## src/design/b64sc_pkg.sv

```systemverilog
// ----------------------------------------------------------------------------
// b64sc_pkg
// Types, constants and alphabet functions shared by the base64 codec modules.
// ----------------------------------------------------------------------------
package b64sc_pkg;

    localparam int unsigned MaxResults = 4;

    localparam logic [7:0] PadChar = 8'h3D;  // '='

    // Sextet codes beyond the alphabet
    localparam logic [6:0] SextetPad     = 7'd64;
    localparam logic [6:0] SextetInvalid = 7'd65;

    localparam logic CodecDecode = 1'b0;
    localparam logic CodecEncode = 1'b1;

    typedef struct packed {
        logic [7:0] out_byte;
        logic       last_out;
        logic       bad_symbol;
    } res_t;

    typedef struct packed {
        res_t [MaxResults-1:0] res;
        logic [2:0]            count;
    } burst_t;

    // Six-bit value to standard alphabet character
    function automatic logic [7:0] sextet_char(input logic [5:0] v);
        logic [7:0] v8;
        v8 = {2'b00, v};
        if (v < 6'd26)       return 8'h41 + v8;
        else if (v < 6'd52)  return 8'h61 + (v8 - 8'd26);
        else if (v < 6'd62)  return 8'h30 + (v8 - 8'd52);
        else if (v == 6'd62) return 8'h2B;
        else                 return 8'h2F;
    endfunction

    // Character to six-bit value; SextetPad for '=', SextetInvalid otherwise
    function automatic logic [6:0] char_sextet(input logic [7:0] c);
        if (c >= 8'h41 && c <= 8'h5A)      return 7'(c - 8'h41);
        else if (c >= 8'h61 && c <= 8'h7A) return 7'(c - 8'h61 + 8'd26);
        else if (c >= 8'h30 && c <= 8'h39) return 7'(c - 8'h30 + 8'd52);
        else if (c == 8'h2B)               return 7'd62;
        else if (c == 8'h2F)               return 7'd63;
        else if (c == PadChar)             return SextetPad;
        else                               return SextetInvalid;
    endfunction

endpackage

```

## src/design/b64sc_step.sv

```systemverilog
// ----------------------------------------------------------------------------
// b64sc_step
// Group state, mode register and the per-item encode/decode logic. Produces
// the whole burst of results caused by one item combinationally.
// ----------------------------------------------------------------------------
module b64sc_step
    import b64sc_pkg::*;
(
    input  logic       aclk,
    input  logic       aresetn,
    input  logic       cfg_we,
    input  logic       cfg_mode,
    input  logic       item_we,
    input  logic [7:0] data_byte,
    input  logic       last_in,
    output burst_t     burst
);

    logic        mode_reg;
    logic [23:0] gbits_reg, gbits_next;
    logic [1:0]  gcount_reg, gcount_next;
    logic [1:0]  pad_reg, pad_next;

    // encode
    logic [23:0] enc_bits;
    logic [1:0]  enc_n;
    logic [23:0] enc_aligned;

    // decode
    logic [6:0]  sx;
    logic        invalid;
    logic        is_pad;
    logic [5:0]  v6;
    logic [1:0]  dpad;
    logic [23:0] dbits;
    logic [2:0]  dcnt;
    logic        flush;
    logic [2:0]  ddata;
    logic [2:0]  nbytes;
    logic [23:0] dec_aligned;
    logic [2:0]  total;
    res_t [MaxResults-1:0] res;

    always_comb begin
        res         = '0;
        total       = 3'd0;
        gbits_next  = gbits_reg;
        gcount_next = gcount_reg;
        pad_next    = pad_reg;

        enc_bits = {gbits_reg[15:0], data_byte};
        enc_n    = gcount_reg + 2'd1;
        case (enc_n)
            2'd1:    enc_aligned = {data_byte, 16'd0};
            2'd2:    enc_aligned = {gbits_reg[7:0], data_byte, 8'd0};
            default: enc_aligned = enc_bits;
        endcase

        sx      = char_sextet(data_byte);
        invalid = (sx == SextetInvalid);
        is_pad  = (sx == SextetPad);
        v6      = is_pad ? 6'd0 : sx[5:0];
        if (invalid) begin
            dpad  = pad_reg;
            dbits = gbits_reg;
            dcnt  = {1'b0, gcount_reg};
        end else begin
            dpad  = (is_pad && pad_reg != 2'd3) ? pad_reg + 2'd1 : pad_reg;
            dbits = {gbits_reg[17:0], v6};
            dcnt  = {1'b0, gcount_reg} + 3'd1;
        end
        flush  = (dcnt == 3'd4) || last_in;
        ddata  = (dcnt > {1'b0, dpad}) ? dcnt - {1'b0, dpad} : 3'd0;
        nbytes = (ddata >= 3'd2) ? ddata - 3'd1 : 3'd0;
        case (dcnt)
            3'd0:    dec_aligned = 24'd0;
            3'd1:    dec_aligned = {dbits[5:0], 18'd0};
            3'd2:    dec_aligned = {dbits[11:0], 12'd0};
            3'd3:    dec_aligned = {dbits[17:0], 6'd0};
            default: dec_aligned = dbits;
        endcase

        if (mode_reg == CodecEncode) begin
            if (enc_n == 2'd3 || last_in) begin
                for (int i = 0; i < MaxResults; i++) begin
                    res[i].out_byte = (i <= int'(enc_n)) ?
                        sextet_char(enc_aligned[23-6*i -: 6]) : PadChar;
                    res[i].last_out   = last_in && (i == MaxResults - 1);
                    res[i].bad_symbol = 1'b0;
                end
                total       = 3'd4;
                gbits_next  = '0;
                gcount_next = '0;
                pad_next    = '0;
            end else begin
                gbits_next  = enc_bits;
                gcount_next = enc_n;
            end
        end else begin
            if (invalid) begin
                res[0].bad_symbol = 1'b1;
                total = 3'd1;
            end else begin
                gbits_next  = dbits;
                gcount_next = dcnt[1:0];
                pad_next    = dpad;
            end
            if (flush && !(invalid && !last_in)) begin
                for (int i = 0; i < 3; i++) begin
                    if (3'(i) < nbytes) begin
                        if (invalid) res[i+1].out_byte = dec_aligned[23-8*i -: 8];
                        else         res[i].out_byte   = dec_aligned[23-8*i -: 8];
                    end
                end
                total       = total + nbytes;
                gbits_next  = '0;
                gcount_next = '0;
                pad_next    = '0;
            end
            if (last_in) begin
                if (total == 3'd0) begin
                    res[0].last_out = 1'b1;
                    total = 3'd1;
                end else begin
                    for (int i = 0; i < MaxResults; i++) begin
                        if (3'(i) == total - 3'd1) res[i].last_out = 1'b1;
                    end
                end
            end
        end
    end

    always_ff @(posedge aclk) begin
        if (!aresetn) begin
            mode_reg   <= CodecEncode;
            gbits_reg  <= '0;
            gcount_reg <= '0;
            pad_reg    <= '0;
        end else if (cfg_we) begin
            mode_reg   <= cfg_mode;
            gbits_reg  <= '0;
            gcount_reg <= '0;
            pad_reg    <= '0;
        end else if (item_we) begin
            gbits_reg  <= gbits_next;
            gcount_reg <= gcount_next;
            pad_reg    <= pad_next;
        end
    end

    assign burst.res   = res;
    assign burst.count = total;

endmodule

```

## src/design/b64sc_burst_buf.sv

```systemverilog
// ----------------------------------------------------------------------------
// b64sc_burst_buf
// Result register for up to four results of one item; presents the head
// entry and shifts down as each result is taken.
// ----------------------------------------------------------------------------
module b64sc_burst_buf
    import b64sc_pkg::*;
(
    input  logic   aclk,
    input  logic   aresetn,
    input  logic   load,
    input  burst_t burst,
    output logic   room,
    output logic   m_valid,
    input  logic   m_ready,
    output res_t   head
);

    res_t [MaxResults-1:0] res_reg;
    logic [2:0]            cnt_reg;
    logic                  pop;

    assign m_valid = (cnt_reg != 3'd0);
    assign pop     = m_valid && m_ready;
    // take a new item when empty or once the last pending result leaves this cycle
    assign room    = (cnt_reg == 3'd0) || (cnt_reg == 3'd1 && m_ready);
    assign head    = res_reg[0];

    always_ff @(posedge aclk) begin
        if (!aresetn) begin
            cnt_reg <= '0;
        end else if (load) begin
            cnt_reg <= burst.count;
        end else if (pop) begin
            cnt_reg <= cnt_reg - 3'd1;
        end
    end

    always_ff @(posedge aclk) begin
        if (load) begin
            res_reg <= burst.res;
        end else if (pop) begin
            for (int i = 0; i < MaxResults - 1; i++) res_reg[i] <= res_reg[i+1];
        end
    end

endmodule

```

## src/design/base64_stream_codec_unit.sv

```systemverilog
// ----------------------------------------------------------------------------
// base64_stream_codec_unit
// Streaming base64 codec (standard alphabet) with an encode/decode mode.
// ----------------------------------------------------------------------------
// Each accepted item is processed combinationally, and its results (up to
// four) land in a result register. That register drains one result per cycle
// on the m_ side while m_ready is high. A new item is taken only while the
// register is empty or its last result is being taken in that cycle. Items
// that cause no result still wait for this. An item that causes results
// therefore holds off the next item until its burst has drained. With m_ready
// held high, encoding accepts the three bytes of a group and then waits while
// its four characters drain; decoding accepts four characters and then waits
// while the three bytes drain. The single result port sets the pace of both.
// A cycle with m_ready low stalls the drain. cfg_codec_mode (1 encode, 0
// decode; reset encode) is taken at any time and clears any partial group;
// write it only while the block is idle. The write port is always ready.
// ----------------------------------------------------------------------------
module base64_stream_codec_unit
    import b64sc_pkg::*;
(
    input  logic       aclk,
    input  logic       aresetn,
    input  logic       cfg_valid,
    output logic       cfg_ready,
    input  logic       cfg_codec_mode,
    input  logic       s_valid,
    output logic       s_ready,
    input  logic [7:0] s_data_byte,
    input  logic       s_last_in,
    output logic       m_valid,
    input  logic       m_ready,
    output logic [7:0] m_out_byte,
    output logic       m_last_out,
    output logic       m_bad_symbol
);

    burst_t burst;
    res_t   head;
    logic   accept;
    logic   room;

    assign cfg_ready = 1'b1;
    assign s_ready   = room;
    assign accept    = s_valid && room;

    b64sc_step u_step (
        .aclk      (aclk),
        .aresetn   (aresetn),
        .cfg_we    (cfg_valid),
        .cfg_mode  (cfg_codec_mode),
        .item_we   (accept),
        .data_byte (s_data_byte),
        .last_in   (s_last_in),
        .burst     (burst)
    );

    b64sc_burst_buf u_buf (
        .aclk    (aclk),
        .aresetn (aresetn),
        .load    (accept),
        .burst   (burst),
        .room    (room),
        .m_valid (m_valid),
        .m_ready (m_ready),
        .head    (head)
    );

    assign m_out_byte   = head.out_byte;
    assign m_last_out   = head.last_out;
    assign m_bad_symbol = head.bad_symbol;

endmodule

```

## config.mk

```make
export PLATFORM = sky130hd
export DESIGN_NAME = base64_stream_codec_unit
export DESIGN_NICKNAME = d
export VERILOG_FILES = /design/src/design/b64sc_pkg.sv /design/src/design/b64sc_step.sv /design/src/design/b64sc_burst_buf.sv /design/src/design/base64_stream_codec_unit.sv
export SDC_FILE = /design/constraint.sdc
export NUM_CORES = 1
export LEC_CHECK = 0
export BUFFER_PORTS_ARGS = -buffer_cell sky130_fd_sc_hd__buf_2
export CAP_MARGIN = 20
export CORE_MARGIN = 2
export CORE_UTILIZATION = 40
export CTS_CLUSTER_SIZE = 30
export DETAILED_ROUTE_END_ITERATION = 16
export GPL_TIMING_DRIVEN = 1
export PLACE_DENSITY = 0.67
export SKIP_CTS_REPAIR_TIMING = 1
export SLEW_MARGIN = 15
export SYNTH_ARGS = -nofsm -noshare
export SYNTH_HDL_FRONTEND = slang
export SYNTH_SLANG_ARGS = --single-unit
```

## constraint.sdc

```tcl
create_clock -name aclk -period 6.2 [get_ports aclk]
set_input_delay 0.62 -clock aclk [delete_from_list [all_inputs] [get_ports aclk]]
set_output_delay 0.62 -clock aclk [all_outputs]
set_load 0.01 [all_outputs]
```

-- Word level (Yosys, flattened, before mapping)
Index checks and enable logic that the tools add are counted.
- add/subtract/negate cells: 33
- magnitude comparators: 26
- equality and inequality tests: 23
- muxes and demuxes: 94
- bitwise operators: 1
- reduce and logical (&&, ||, !) cells: 23
- operator list (operator ; count):
    8-bit two-way mux ; 31
    24-bit two-way mux ; 5
    24-bit one-hot mux with 4 select lines ; 1
    30-bit two-way mux ; 2
    6-bit less-than comparator, second input constant ; 8
    3-bit two-way mux ; 16
    24-bit one-hot mux with 2 select lines ; 1
    40-bit two-way mux ; 1
    7-bit two-way mux ; 5
    6-bit by 8-bit adder with 8-bit output, first input constant ; 4
    7-bit by 6-bit adder with 8-bit output, first input constant ; 4
    7-bit by 8-bit adder with 8-bit output, first input constant ; 4
    6-bit by 5-bit subtractor with 7-bit output, second input constant ; 4
    6-bit by 6-bit subtractor with 7-bit output, second input constant ; 4
    9-bit two-way mux ; 3
    6-bit == test, second input constant ; 4
    8-bit by 6-bit == test with 1-bit output, second input constant ; 3
    6-bit by 5-bit less-than comparator with 1-bit output, second input constant ; 4
    2-bit two-way mux ; 10
    1-bit two-way mux ; 17
    8-bit by 7-bit greater-or-equal comparator with 1-bit output, second input constant ; 2
    8-bit by 7-bit <= comparator with 1-bit output, second input constant ; 2
    7-bit == test, second input constant ; 2
    7-bit subtractor, second input constant ; 2
    37 further kinds ; 61
- register bits: 72
- bits of input ports: 15

-- Logic depth before layout (Yosys ltp)
Gate-level depths: netlist of the first run.
- depth in word-level cells: 25
- mapped depth: 30
- depth with buffers taken out: 26

-- By module
From an unflattened synthesis of the first run, not the netlist that was laid out.
- cell total of the unflattened synthesis: 935
- area total of the unflattened synthesis: 7703.6 um^2
- modules (own cells, without submodules) (module ; instances ; cells each ; area an instance (um^2) ; seq. area each (um^2)):
    b64sc_step ; 1 ; 820 ; 5793.1 ; 460.4
    b64sc_burst_buf ; 1 ; 112 ; 1893.1 ; 1261.2
    base64_stream_codec_unit ; 1 ; 3 ; 17.5 ; 0.0

-- Least setup slack after synthesis of the first run
Ideal clock, no wire load.
- path type: input-to-reg
- from: in s_data_byte[2]
- to: reg u_buf.res_reg[31] in the netlist's numbering (data pin)
- setup time: 0.255 ns
- arrival: 5.896 ns
- setup slack: 0.049 ns
- cell stages on the path: 28
- cells stage by stage: clkbuf_1 > inv_1 > ha_1 > and2b_2 > a2bb2oi_2 > or3_2 > buf_2 > nand3_4 > inv_4 > buf_2 > buf_1 > xnor2_1 > ha_1 > inv_1 > fa_1 > nand2_1 > ha_1 > a211oi_1 > o31ai_1 > o211a_1 > inv_1 > ha_1 > o21ai_0 > nor2b_1 > ha_1 > nor2b_1 > a21oi_1 > nor2b_1
- RTL lines (element ; RTL line ; RTL):
    from (decl) ; base64_stream_codec_unit.sv:28 ; input logic [7:0] s_data_byte,
    to (signal assigned) ; b64sc_burst_buf.sv:41 ; res_reg <= burst.res;
    to (decl) ; b64sc_burst_buf.sv:19 ; res_t [MaxResults-1:0] res_reg;

==> results of run 1 <==
==> worst paths after layout <==
check | slack (ps) | endpoint | start | depth (start not counted)
worst max-delay path | 480 | u_buf.res_reg[31] | s_data_byte[1] | 27
worst min-delay path | 490 | u_step.mode_reg | cfg_codec_mode | 3
worst max register to register | 1460 | u_buf.res_reg[16] | u_step.gcount_reg[1] | 14
worst min register to register | 500 | u_buf.cnt_reg[1] | u_buf.cnt_reg[1] | 1
==> per-stage QoR <==
step	std cells	instance area [µm²]	hold slack (ps)	utilization, %	power [W]
2_1_floorplan	1025	7762	463.5	-	0.001253
3_5_place_dp	1267	8102	486.7	42.88	0.001458
5_1_grt	1282	8366	498.3	44.28	0.002050
3_3_place_gp	1267	8102	485.5	42.88	0.001453
6_report	1282	8366	489.0	44.28	0.001933
4_1_cts	1282	8366	483.4	44.28	0.001926
==> critical path: stages <==
cell and delay (ps):
sky130_fd_sc_hd__buf_2 180, sky130_fd_sc_hd__inv_1 140, sky130_fd_sc_hd__ha_1 210, sky130_fd_sc_hd__and2b_2 240, sky130_fd_sc_hd__a2bb2oi_2 130, sky130_fd_sc_hd__or3_2 590, sky130_fd_sc_hd__nand2_1 130, sky130_fd_sc_hd__nor3_1 50
sky130_fd_sc_hd__buf_4 150, sky130_fd_sc_hd__mux2i_1 210, sky130_fd_sc_hd__ha_1 280, sky130_fd_sc_hd__nor2b_1 140, sky130_fd_sc_hd__o21ai_0 220, sky130_fd_sc_hd__nand2_1 170, sky130_fd_sc_hd__nand2b_1 110, sky130_fd_sc_hd__ha_1 240
sky130_fd_sc_hd__a211oi_1 230, sky130_fd_sc_hd__o31ai_1 100, sky130_fd_sc_hd__o211a_1 160, sky130_fd_sc_hd__inv_1 160, sky130_fd_sc_hd__ha_1 290, sky130_fd_sc_hd__o21ai_0 160, sky130_fd_sc_hd__nor2b_1 240, sky130_fd_sc_hd__ha_1 270
sky130_fd_sc_hd__nor2b_1 160, sky130_fd_sc_hd__a21oi_1 150, sky130_fd_sc_hd__nor2b_1 60
==> cells in the mapped netlist, drive strengths merged (4+ instances only) <==
master / instances / area share [%]
nand4: 14 / 1.1
o211ai: 13 / 1.4
nand2b: 15 / 1.2
a2111oi: 4 / 0.45
or2: 6 / 0.52
edfxtp: 37 / 14
xnor2: 36 / 4.1
buf: 40 / 3.2
nand3: 39 / 2.7
o21ai: 78 / 5.1
nor2b: 12 / 0.97
a211oi: 14 / 1.4
a22oi: 4 / 0.39
o221ai: 5 / 0.56
a311o: 4 / 0.53
nand2: 141 / 6.9
a22o: 10 / 1.1
nor2: 55 / 2.8
ha: 63 / 10
nor4: 6 / 0.56
a311oi: 6 / 0.68
o311a: 4 / 0.52
dfxtp: 26 / 6.7
clkbuf: 42 / 2.0
a21o: 16 / 1.6
o32a: 4 / 0.52
o31a: 5 / 0.69
a31oi: 40 / 3.4
inv: 39 / 1.9
a221oi: 7 / 0.87
and3: 8 / 0.64
o31ai: 13 / 1.3
and2: 13 / 1.0
nor3: 25 / 1.7
mux2: 5 / 0.73
a32oi: 4 / 0.45
nor3b: 11 / 1.1
or3: 4 / 0.35
o2bb2ai: 4 / 0.45
o211a: 4 / 0.52
a21oi: 81 / 5.4
xor2: 13 / 1.5
mux2i: 8 / 1.0
==> cell families (layout without fill, tap and decap cells) <==
logic type	Yosys count	count (layout)	synth area share, %
simple gates	365	365	23.42
fa+ha+maj	65	65	10.54
other cells	1	1	0.04831
xor+xnor	49	49	5.529
buf+inv	122	119	7.205
compound gates	347	347	30.48
mux	13	13	1.757
flops	63	63	21.02
==> routing by layer <==
metal	share of wire, %	up-vias	track usage (%)
li1	-	3778	-
met1	45	3822	36.06
met2	44	390	38.23
met3	8.2	64	3.399
met4	3.2	0	9.649
met5	0	-	0
==> final cells by class <==
cell class	instances	area share [%]
clock buffer	9	2.692
clock inverter	6	0.4637
inverter	40	1.825
multi-input combinational	840	66.66
sequential	63	19.50
tap	260	3.889
timing repair buffer	64	4.966
==> power by group through the flow <==
stage	Clock (W)	Combinational, W	Sequential, W
2_1_floorplan	0	0.000590	0.000663
3_3_place_gp	0	0.000774	0.000679
3_5_place_dp	0	0.000778	0.000680
4_1_cts	0.000470	0.000784	0.000672
5_1_grt	0.000488	0.000876	0.000686
6_report	0.000468	0.000793	0.000673
==> results.cfg, run 1 <==
[run_status]
run_status = finished, final reports clean

[floorplanning]
dieArea_um2 = 20540
fp.dieW_um = 143.3
die_h_um = 143.3
core_um2 = 18890
initial_standard_cell_utilization_of_the_core_pct = 41.09
floorplan.rows = 50
num_io_pins = 28

[synth]
ys_seq_elements = 63
share_of_synthesized_flip_flops_with_an_asynchronous_set_or_reset_pct = 0
syn-num-nets = 1104
syn_avg_cell_area_um2 = 7.573
most_instantiated_flip_flop_cell_in_the_synthesis_netlist = sky130_fd_sc_hd__edfxtp_1
synth_edf_count = 37
synth_area_um2 = 7762
yosys.cell_types.count = 101
synthesis.yosys.warnings = 0
synthesis.instances = 1025
synth-seq-area-share_pct = 21.02

[routing]
route.vias.total = 8054
detailedRoute.firstIterationViolations = 876
post_drt_via_cell_ratio = 6.282
routed_wl_um = 25530
drt-pass1-iter-count = 5
ant_nets = 0
post_drt_wl_per_cell_um = 19.91
drc_markers = 0

[timing]
worst_slew_pin_slew_ps = 1097
sum_neg_setup_slack_ps = 0
layout_setup_ws_ps = 484.6
post-route-period-util_pct = 92.18
final.setup_skew_ps = 7.129
fmax_mhz = 175.0
slew_viol_final = 0
rsz0062_at_grt = false
hold_viol_final = 0
final_worst_path_period_need_ps = 5715
max-slew-margin-rel_pct = 26.32
finalSetupViolations = 0

[clock_tree]
max_h_tree_level = 3
clk_path_buf_depth = 2
insertion_delay_ps = 350
tritoncts_clock_tree = yes
cts_made_buffers = 9
clock_sink_total = 63
clock_tree.root_cell = sky130_fd_sc_hd__clkbuf_16
clkSlewWorstSetupHoldPaths_ps = 60

[power_and_ir_drop]
vdd_drop_max_mv = 0.1366
seq_power_share_pct = 34.8
power-per-cell-area_nw_per_um2 = 231.1
internal-power_w = 0.001160
clkPwrFrac_pct = 24.2
power.share.combinational_pct = 41.0
swShare_pct = 40.00
switchingPower_w = 0.0007733
power.leakage_nw = 3.199

[run]
max-cap-violations = 0

[placed_design]
preCtsSetupSlack_ps = 187.1
io_buffers = 26
gp_congestion = 1.008
dpl.hpwl_um = 18670

[finish]
mostFrequentLayoutCell = sky130_fd_sc_hd__nand2_1
largest_register_ff_count = 27
number_of_antenna_cells_inserted = 0
final-seq-area_um2 = 1632
multi_input_comb_area_um2 = 5577
syn2layout_area_growth_pct = 7.769
layout_cells_sized_above_1_pct = 11.74
final_cell_mix = 140 x sky130_fd_sc_hd__nand2_1, 79 x sky130_fd_sc_hd__a21oi_1, 72 x sky130_fd_sc_hd__o21ai_0
num-fill-cells = 1939
num-nets-final = 1097

[global_route]
maximum_number_of_pins_on_one_net_before_global_route_repair = 46
number_of_global_route_vias_before_repair = 7177
grt_remaining_overflow = 0
grt_usage_pct = 25.13
initial_antenna_violation_count = 0
wire_length_of_the_first_global_routing_pass_um = 40400

[worst_setup_path]
timing_worst_setup_path_type = input port to register
critPathArrivalTime_ps = 5820
worst_setup_path_end_kind = register
worstPathRequired_ps = 6300
timing.critical_path.from_type = input port
critical_path_peak_fanout = 13

[min_path]
min_path_type = input port to register
Power figures use the tool's default switching activity.
==> inputs of run 2 (changes only) <==
--- a/config.mk
+++ b/config.mk
@@ -5,12 +5,14 @@
 export SDC_FILE = /design/constraint.sdc
 export NUM_CORES = 1
 export LEC_CHECK = 0
+export ABC_AREA = 1
 export BUFFER_PORTS_ARGS = -buffer_cell sky130_fd_sc_hd__buf_2
 export CAP_MARGIN = 20
 export CORE_MARGIN = 2
 export CORE_UTILIZATION = 40
 export CTS_CLUSTER_SIZE = 30
 export DETAILED_ROUTE_END_ITERATION = 16
+export GPL_ROUTABILITY_DRIVEN = 1
 export GPL_TIMING_DRIVEN = 1
 export PLACE_DENSITY = 0.67
 export SKIP_CTS_REPAIR_TIMING = 1
==> run 2 against run 1 <==
Clock skew is 3.9 ps higher. Largest power group unchanged. Routed wire length is 8.4% lower. Total power is 22% higher. Clock power is 22% higher. Sequential power is 4.3% higher. Largest cell class unchanged. Die area is 5.7% lower. Combinational power is 36% higher. Utilization is 0.33 points lower. Synthesized cell count is 10% higher. Cell count is 6.6% higher.
==> results.cfg, run 2 <==
[timing]
whs_ps = 494.1
post-route-period-util_pct = 85.82
sum_neg_setup_slack_ps = 0
worst_slew_pin_slew_ps = 812.9
final_worst_path_period_need_ps = 5321
max-slew-margin-rel_pct = 45.61
slew_viol_final = 0
rsz0062_at_grt = false
hold_viol_final = 0
final.setup_skew_ps = 11.04
layout_setup_ws_ps = 879.0
fmax_mhz = 187.9
finalSetupViolations = 0

[finish]
syn2layout_area_growth_pct = 8.029
largest_register_ff_count = 27
layoutNonFillerInstCount = 1366
layout_cells_sized_above_1_pct = 9.147
mostFrequentLayoutCell = sky130_fd_sc_hd__nand2_1
number_of_antenna_cells_inserted = 0
final_cell_mix = 271 x sky130_fd_sc_hd__nand2_1, 132 x sky130_fd_sc_hd__inv_1, 118 x sky130_fd_sc_hd__nor2_1
num-fill-cells = 1924
postLayoutCellArea_um2 = 7895
num-nets-final = 1211

[clock_tree]
clock_sink_total = 63
clock_tree.root_cell = sky130_fd_sc_hd__clkbuf_16
max_h_tree_level = 3
tritoncts_clock_tree = yes
cts_made_buffers = 9
clkSlewWorstSetupHoldPaths_ps = 60
clk_path_buf_depth = 2
insertion_delay_ps = 350

[power_and_ir_drop]
switchingPower_w = 0.001014
vdd_drop_max_mv = 0.1764
swShare_pct = 43.05
internal-power_w = 0.001342
power.share.combinational_pct = 45.9
clkPwrFrac_pct = 24.3
power.leakage_nw = 3.549
seq_power_share_pct = 29.8
power-per-cell-area_nw_per_um2 = 298.4

[synth]
synth.top_cells.by_count = 271 x sky130_fd_sc_hd__nand2_1, 133 x sky130_fd_sc_hd__inv_1, 118 x sky130_fd_sc_hd__nor2_1
yosys.cell_types.count = 57
share_of_synthesized_flip_flops_with_an_asynchronous_set_or_reset_pct = 0
synthesis.instances = 1131
syn_avg_cell_area_um2 = 6.462
post-synth-top-area-fraction_pct = 15.20
biggest_area_contributors_in_the_synthesized_netlist = sky130_fd_sc_hd__edfxtp_1 15%, sky130_fd_sc_hd__nand2_1 14%, sky130_fd_sc_hd__ha_1 11%, sky130_fd_sc_hd__dfxtp_1 7.1%, sky130_fd_sc_hd__inv_1 6.8%
yosysMostFrequentCell = sky130_fd_sc_hd__nand2_1
synth.largest_area_cell = sky130_fd_sc_hd__edfxtp_1
synth-seq-area-share_pct = 22.32
synthesis.yosys.warnings = 0
ys_seq_elements = 63
synth_edf_count = 37
most_instantiated_flip_flop_cell_in_the_synthesis_netlist = sky130_fd_sc_hd__edfxtp_1
synth_area_um2 = 7308
syn-num-nets = 1210

[placed_design]
io_buffers = 26
preCtsSetupSlack_ps = 594.1
placedCellCount = 1349
placedInstanceArea_um2 = 7535
gp_congestion = 0.9830
dpl.hpwl_um = 17950

[floorplanning]
num_io_pins = 28
dieArea_um2 = 19370
die_h_um = 139.2
initial_standard_cell_utilization_of_the_core_pct = 40.68
fp.dieW_um = 139.2
floorplan.rows = 49
core_um2 = 17960

[worst_setup_path]
worst_r2r_startpoint = u_step.gcount_reg[1]
critical_path_peak_fanout = 18
worst_setup_path_end_kind = register
worstPathRequired_ps = 6300
critical_path_origin = s_data_byte[2]
critPathArrivalTime_ps = 5420
slowest_delay_ps = 300
timing_worst_setup_path_type = input port to register
critical_path.most_common_cell = sky130_fd_sc_hd__nand2_1
timing.critical_path.from_type = input port
crit_path_top_delay_cell = sky130_fd_sc_hd__ha_1

[routing]
ant_nets = 0
drt-pass1-iter-count = 6
post_drt_wl_per_cell_um = 17.12
detailedRoute.firstIterationViolations = 650
post_drt_via_cell_ratio = 5.560
route.vias.total = 7595
routed_wl_um = 23390
drc_markers = 0

[global_route]
maximum_number_of_pins_on_one_net_before_global_route_repair = 38
initial_antenna_violation_count = 0
number_of_global_route_vias_before_repair = 7165
grt_usage_pct = 24.27
wire_length_of_the_first_global_routing_pass_um = 37690
grt_remaining_overflow = 0

[run_status]
run_status = finished, final reports clean

[min_path]
worst_min_delay_path_startpoint = cfg_codec_mode
min_path_type = input port to register

[run]
max-cap-violations = 0
-- run 2: cells by family after synthesis --
family                     after synthesis  share of synthesized area [%]
other                                    1                        0.05131
AOI/OAI and AO/OA                      225                          18.08
muxes                                    1                         0.1370
and+or+nand+nor                        553                          33.71
xor gates and xnor gates                31                          3.715
adders and majority gates               64                          11.06
DFF                                     63                          22.33
buffers and inverters                  193                          10.92
-- run 2: critical path: cells and delay by family --
family / cells / cell delay (ps)
buffers and inverters: 8 / 1040
adder cells (fa/ha/maj): 5 / 1280
AO/OA/AOI/OAI: 3 / 430
AND/OR/NAND/NOR: 19 / 2060
-- run 2: power by group through the flow --
stage	Sequential [W]	Combinational [W]	Clock [W]
2_1_floorplan	0.000684	0.000796	0
3_3_place_gp	0.000708	0.00104	0
3_5_place_dp	0.000708	0.00104	0
4_1_cts	0.000701	0.00105	0.000574
5_1_grt	0.000710	0.00121	0.000596
6_report	0.000702	0.00108	0.000572
-- run 2: area by class of cell --
| cell class | count | area [µm²] | share of cell area (%) |
|---|---|---|---|
| Multi-Input combinational cell | 875 | 4878 | 61.79 |
| Sequential cell | 63 | 1632 | 20.67 |
| Inverter | 150 | 563.0 | 7.132 |
| Tap cell | 229 | 286.5 | 3.629 |
| Clock buffer | 10 | 239.0 | 3.027 |
| Timing Repair Buffer | 33 | 202.7 | 2.567 |
| Clock inverter | 6 | 93.84 | 1.189 |
-- run 2: stage by stage --
stage | util (%) | power [W]
2_1_floorplan | - | 0.001480
3_3_place_gp | 41.94 | 0.001743
3_5_place_dp | 41.94 | 0.001748
4_1_cts | 43.80 | 0.002322
5_1_grt | 43.95 | 0.002513
6_report | 43.95 | 0.002356
-- run 2: path summary, 6_finish.rpt --
path | slack (ps) | end | depth (start not counted)
max | 880 | u_buf.res_reg[11] | 35
min | 490 | u_step.mode_reg | 3
min reg2reg | 500 | u_buf.cnt_reg[2] | 2
max reg2reg | 1650 | u_buf.res_reg[11] | 26
-- run 2: layer usage --
layer / vias up / wire length, µm / track usage [%] / share of wire, %
li1: 3768 / - / - / -
met1: 3445 / 10060 / 31.86 / 43
met2: 325 / 10820 / 39.93 / 46
met3: 57 / 1642 / 3.936 / 7.0
met4: 0 / 871 / 9.623 / 3.7
met5: - / 0 / 0 / 0
